[src/hdl/hsp_ram.sv]
// hsp_ram: simple dual-port synchronous ram, one write and one read port
// read data is registered and appears in the cycle after a read with re_i high
// no dependencies
module hsp_ram #(
  parameter int unsigned WIDTH = 64,
  parameter int unsigned DEPTH = 64,
  parameter int unsigned ADDR_W = 6
) (
  input  logic              clk_i,
  input  logic              we_i,
  input  logic [ADDR_W-1:0] waddr_i,
  input  logic [WIDTH-1:0]  wdata_i,
  input  logic              re_i,
  input  logic [ADDR_W-1:0] raddr_i,
  output logic [WIDTH-1:0]  rdata_o
);

  logic [WIDTH-1:0] mem_q [DEPTH];
  logic [WIDTH-1:0] rdata_q;

  always_ff @(posedge clk_i) begin
    if (we_i) begin
      mem_q[waddr_i] <= wdata_i;
    end
  end

  always_ff @(posedge clk_i) begin
    if (re_i) begin
      rdata_q <= mem_q[raddr_i];
    end
  end

  assign rdata_o = rdata_q;

endmodule

[config.mk]
export PLATFORM = sky130hd
export DESIGN_NAME = hsp_ram
export DESIGN_NICKNAME = d
export VERILOG_FILES = /design/src/hdl/hsp_ram.sv
export SDC_FILE = /design/constraint.sdc
export NUM_CORES = 2
export LEC_CHECK = 0
export BUFFER_PORTS_ARGS = -buffer_cell sky130_fd_sc_hd__buf_2
export CORE_UTILIZATION = 40
export CTS_CLUSTER_SIZE = 8
export DETAILED_ROUTE_END_ITERATION = 8
export SLEW_MARGIN = 30
export SYNTH_ARGS = -nofsm -noshare
export SYNTH_HDL_FRONTEND = slang
export SYNTH_SLANG_ARGS = --single-unit
[constraint.sdc]
create_clock -name clk_i -period 6.96 [get_ports clk_i]
set_input_delay 1.392 -clock clk_i [delete_from_list [all_inputs] [get_ports clk_i]]
set_output_delay 1.392 -clock clk_i [all_outputs]
set_load 0.02 [all_outputs]
# Word level (Yosys, flattened, before mapping)
# Memories as Yosys holds them, arrays and structs flattened. A register that Yosys moved wholly into a read port is not among the register bits.
# Index checks and enable logic that the tools add are counted.
[classes] muxes=2
[ops] operator="$mux W1" count=2
[totals] register_bits=0 n_memories=1 elab_cells=3 in_bits=79 out_inout_bits=64 ramBits=4096
[mem_list] name="mem_q" words=64 width=64 read_ports=1 rd_clocked_by_memory_dff=1 write_ports=1 line_no="18" source="logic [WIDTH-1:0] mem_q [DEPTH];"

# Depth between registers and ports, before layout
[depth] ltp_word=2 depth_mapped=9 ltp_nobuf=5

# Least setup slack after synthesis
# No wires, ideal clock.
[synth_timing] path_type="input to register" startpoint="input port waddr_i[3]" endpoint="memory mem_q[48][0], enable pin" arrival_time_ns=6.264 path_slack_ns=0.132 setup_ns=0.564 t_required_ns=6.396 stages=4 n_path_buf=1 path_cell_list="clkbuf_1 nor2b_1 nand4b_1 nor3_1"
[synth_rtl] item="start, declared" line_no="11" source="input logic [ADDR_W-1:0] waddr_i,"
[synth_rtl] item="end, declared" line_no="18"
# Straight into the memory's write port.

==> results.py <==
metrics = {
    "synth": {
        "synth_ff_type": "edfxtp_1",
        "synth_edf_count": 4160,
        "syn_area_per_cell_um2": 23.8,
        "synth.distinct_cells": 32,
        "synth_seq_cells": 4160,
        "ys_seq_area_share_pct": 79.6,
        "syn_area_um2": 157000,
        "async_flop_share_pct": 0,
        "synthCells": 6598,
        "yosysWarnings": 0,
        "synth_fp_nets": 6677,
    },
    "worst_hold_path": {
        "whs_path_depth": 1,
        "hold_path_end": "mem_q[54][0]$_DFFE_PP_",
        "hold_class": "in2reg",
        "hold_path.startpoint": "wdata_i[0]",
    },
    "sta": {
        "setup_tns_ns": 0,
        "rsz0062_at_grt": "no",
        "finClkSkew_ns": 0.0504,
        "hold_violations": 0,
        "drv_slew": 0,
        "finalCriticalPeriod_ns": 3.89,
        "post-route-period-util_pct": 55.9,
        "setup_violations": 0,
        "slew_headroom_pct": 27.5,
        "fmax_mhz": 257,
        "whs_ns": 0.807,
        "worst_slew_pin_slew_ns": 1.08,
    },
    "pwr": {
        "leakage_nw": 56.4,
        "powerDensity_nw_per_um2": 306,
        "switching_power_mw": 11.7,
        "p_int_mw": 43.9,
        "p_clk_share_pct": 45.4,
        "ir_worst_vdd_mv": 0.257,
        "pwr-share-seq_pct": 50.3,
        "swShare_pct": 21.1,
        "p_comb_share_pct": 4.3,
    },
    "worst_setup_path": {
        "timing.rr.end": "rdata_o[7]$_DFFE_PP_",
        "reg2regPathDepth": 5,
        "crit_buf_inv": 3,
        "worstReg2RegStart": "mem_q[55][7]$_DFFE_PP_",
        "slowest_delay_ns": 0.82,
        "crit_chain": "buf_8, and2_4, buf_12, buf_4, a22oi_1, and3_1, a211oi_1",
        "worst-path-max-fanout": 84,
        "cp.arrival_ns": 4.58,
        "regToRegSetupSlack_ns": 4.66,
        "slowest_stage": "and2_4",
        "startpoint_type": "input pin",
        "critical_path.top_delay_family": "buffers and inverters",
        "required_ns": 7.65,
        "path_class": "in2reg",
        "end_kind": "flop",
    },
    "flow_run": {
        "maxCapViolCount": 0,
    },
    "cells_and_area": {
        "num-fill-cells": 31400,
        "final_core_util_pct": 46.6,
        "drive_gt1_share_pct": 29.4,
        "layout-area-overhead-vs-synth_pct": 15.7,
        "final_nets": 7242,
    },
    "clock_tree": {
        "cts_setup_buffers": 0,
        "hold_buffers": 0,
        "clkTransAtPathRegs_ns": 0.05,
        "cts_buffers": 590,
        "clockRootBuffer": "clkbuf_16",
        "cts_tree": "built",
        "clkLatencyLatePin_ns": 1.01,
        "cts_resized": 0,
        "cts.sinks": 4160,
        "h-tree-depth": 6,
        "cts_buffer_depth": 4,
    },
    "grt": {
        "grt_max_degree": 107,
        "antenna_found_initial": 37,
        "grt_util_all_layers_pct": 22.3,
        "overflow": 0,
        "grt_pass1_vias": 78100,
        "grt_pass1_wl_um": 620000,
    },
    "floorplan": {
        "die_h_um": 628,
        "rows": 229,
        "die-area_um2": 395000,
        "die_width_um": 628,
        "start_util_pct": 40.3,
        "coreArea_um2": 390000,
        "pin_count": 143,
    },
    "routing": {
        "vias_per_cell": 6.13,
        "drc_errors": 0,
        "drt_first_pass_iters": 6,
        "vias": 76300,
        "detail-route-antenna-nets": 0,
        "wire_per_inst_um": 35.8,
        "drt-initial-drc-count": 9412,
        "drt_wl_total_um": 446000,
    },
    "placed_design": {
        "io_buffers": 142,
        "routabilityCongestion": 0.770,
        "place_hpwl_um": 225000,
    },
    "status": {
        "outcome": "finished clean",
    },
}
cells in the mapped netlist (45+ instances only):
cell,instances,area [um2]
a22oi_1,168,1260
nand2_1,58,218
a211oi_1,63,473
nor2_1,112,420
edfxtp_1,4160,125000
a22o_1,88,771
mux4_2,1024,23100
mux2i_1,135,1350
and3_1,64,400
buf_2,170,851
clkbuf_1,140,526
nand3_1,45,225
o22ai_1,83,519
logic make-up (layout without fill, tap and decap cells):
kind of cell | Yosys count | after routing | share of synthesized area (%)
simple gates | 386 | 386 | 1.23
flops | 4160 | 4160 | 79.6
buf+inv | 389 | 1017 | 1.18
compound gates | 504 | 504 | 2.47
mux | 1159 | 1159 | 15.6
other cells | 0 | 21 | 0
worst reg2reg max path, cell delays in order (launching register included):
cell and delay, ns:
edfxtp_1 0.33, mux4_2 0.23, mux2i_1 0.08, o22ai_1 0.35, a31oi_1 0.15, a211oi_1 0.82
registers in the layout, summed over array words and instances, names as in the netlist:
| register | cells |
|---|---|
| mem_q | 4096 |
| rdata_o | 64 |
power by group through the flow:
stage	sequential, mW	combinational (mW)	clock, mW
after CTS	28.0	2.39	25.6
after floorplan	28.4	1.29	0
after global routing	28.0	2.51	26.5
final	28.0	2.38	25.2
after global placement	28.4	2.34	0
after detailed placement	28.4	2.38	0
area by class of cell:
cell class                 count  area, um2  area share, %
tap                         5197       6500           3.58
clock inverter                54        912          0.502
timing repair buffer         343       3450           1.90
clock buffer                 601      14900           8.22
antenna                       21       52.6         0.0289
sequential                  4160     125000           68.8
multi-input combinational   2049      30800           17.0
inverter                      19       71.3         0.0393
placed cells by master (no fill, tap or decap), drive strengths merged:
| master | synthesis | routed |
|---|---|---|
| inv | 19 | 50 |
| nor2b | 28 | 28 |
| nor3 | 2 | 2 |
| nand4b | 1 | 1 |
| edfxtp | 4160 | 4160 |
| a22o | 88 | 88 |
| or2 | 28 | 28 |
| mux2i | 135 | 135 |
| o221ai | 38 | 38 |
| nand2b | 11 | 11 |
| or3b | 1 | 1 |
| clkinv | 0 | 23 |
| and2 | 3 | 3 |
| o22ai | 83 | 83 |
| a31oi | 18 | 18 |
| nand4 | 2 | 2 |
| a211oi | 63 | 63 |
| nand3b | 2 | 2 |
| and3 | 64 | 64 |
| a2bb2oi | 19 | 19 |
| diode | 0 | 21 |
| nand2 | 58 | 58 |
| buf | 230 | 343 |
| a31o | 1 | 1 |
| mux4 | 1024 | 1024 |
| a41oi | 26 | 26 |
| a22oi | 168 | 168 |
| nand3 | 45 | 45 |
| nor2 | 112 | 112 |
| clkbuf | 140 | 601 |
| or3 | 29 | 29 |
worst max-delay path by stage:
stage,from,endpoint,cells after the start
floorplan,waddr_i[3],mem_q[48][0]$_DFFE_PP_,4
global placement,raddr_i[2],rdata_o[7]$_DFFE_PP_,6
detailed placement,raddr_i[1],rdata_o[33]$_DFFE_PP_,8
CTS,raddr_i[1],rdata_o[33]$_DFFE_PP_,8
global route,raddr_i[1],rdata_o[33]$_DFFE_PP_,8
finish,raddr_i[2],rdata_o[49]$_DFFE_PP_,7
stage by stage:
| step | instances | instance area, um2 | setup WS [ns] | power [mW] |
|---|---|---|---|---|
| finish | 12400 | 182000 | 3.07 | 55.6 |
| global route | 12400 | 182000 | 2.95 | 57.0 |
| detailed placement | 11800 | 166000 | 1.87 | 30.8 |
| floorplan | 6598 | 157000 | 0.132 | 29.7 |
| global placement | 11800 | 165000 | 1.76 | 30.8 |
| CTS | 12400 | 181000 | 2.95 | 55.9 |
metal layers:
layer  track usage [%]  routed length (um)  part of all wire (%)  vias up
li1                  -                   -                     -    29500
met1              30.3              176000                    39    42300
met2              36.9              220000                    49     3897
met3              3.56               35200                   7.9      699
met4              7.38               14200                   3.2       10
met5                 0                  66                 0.015        -
No activity file was read; power rests on OpenSTA's default activity.
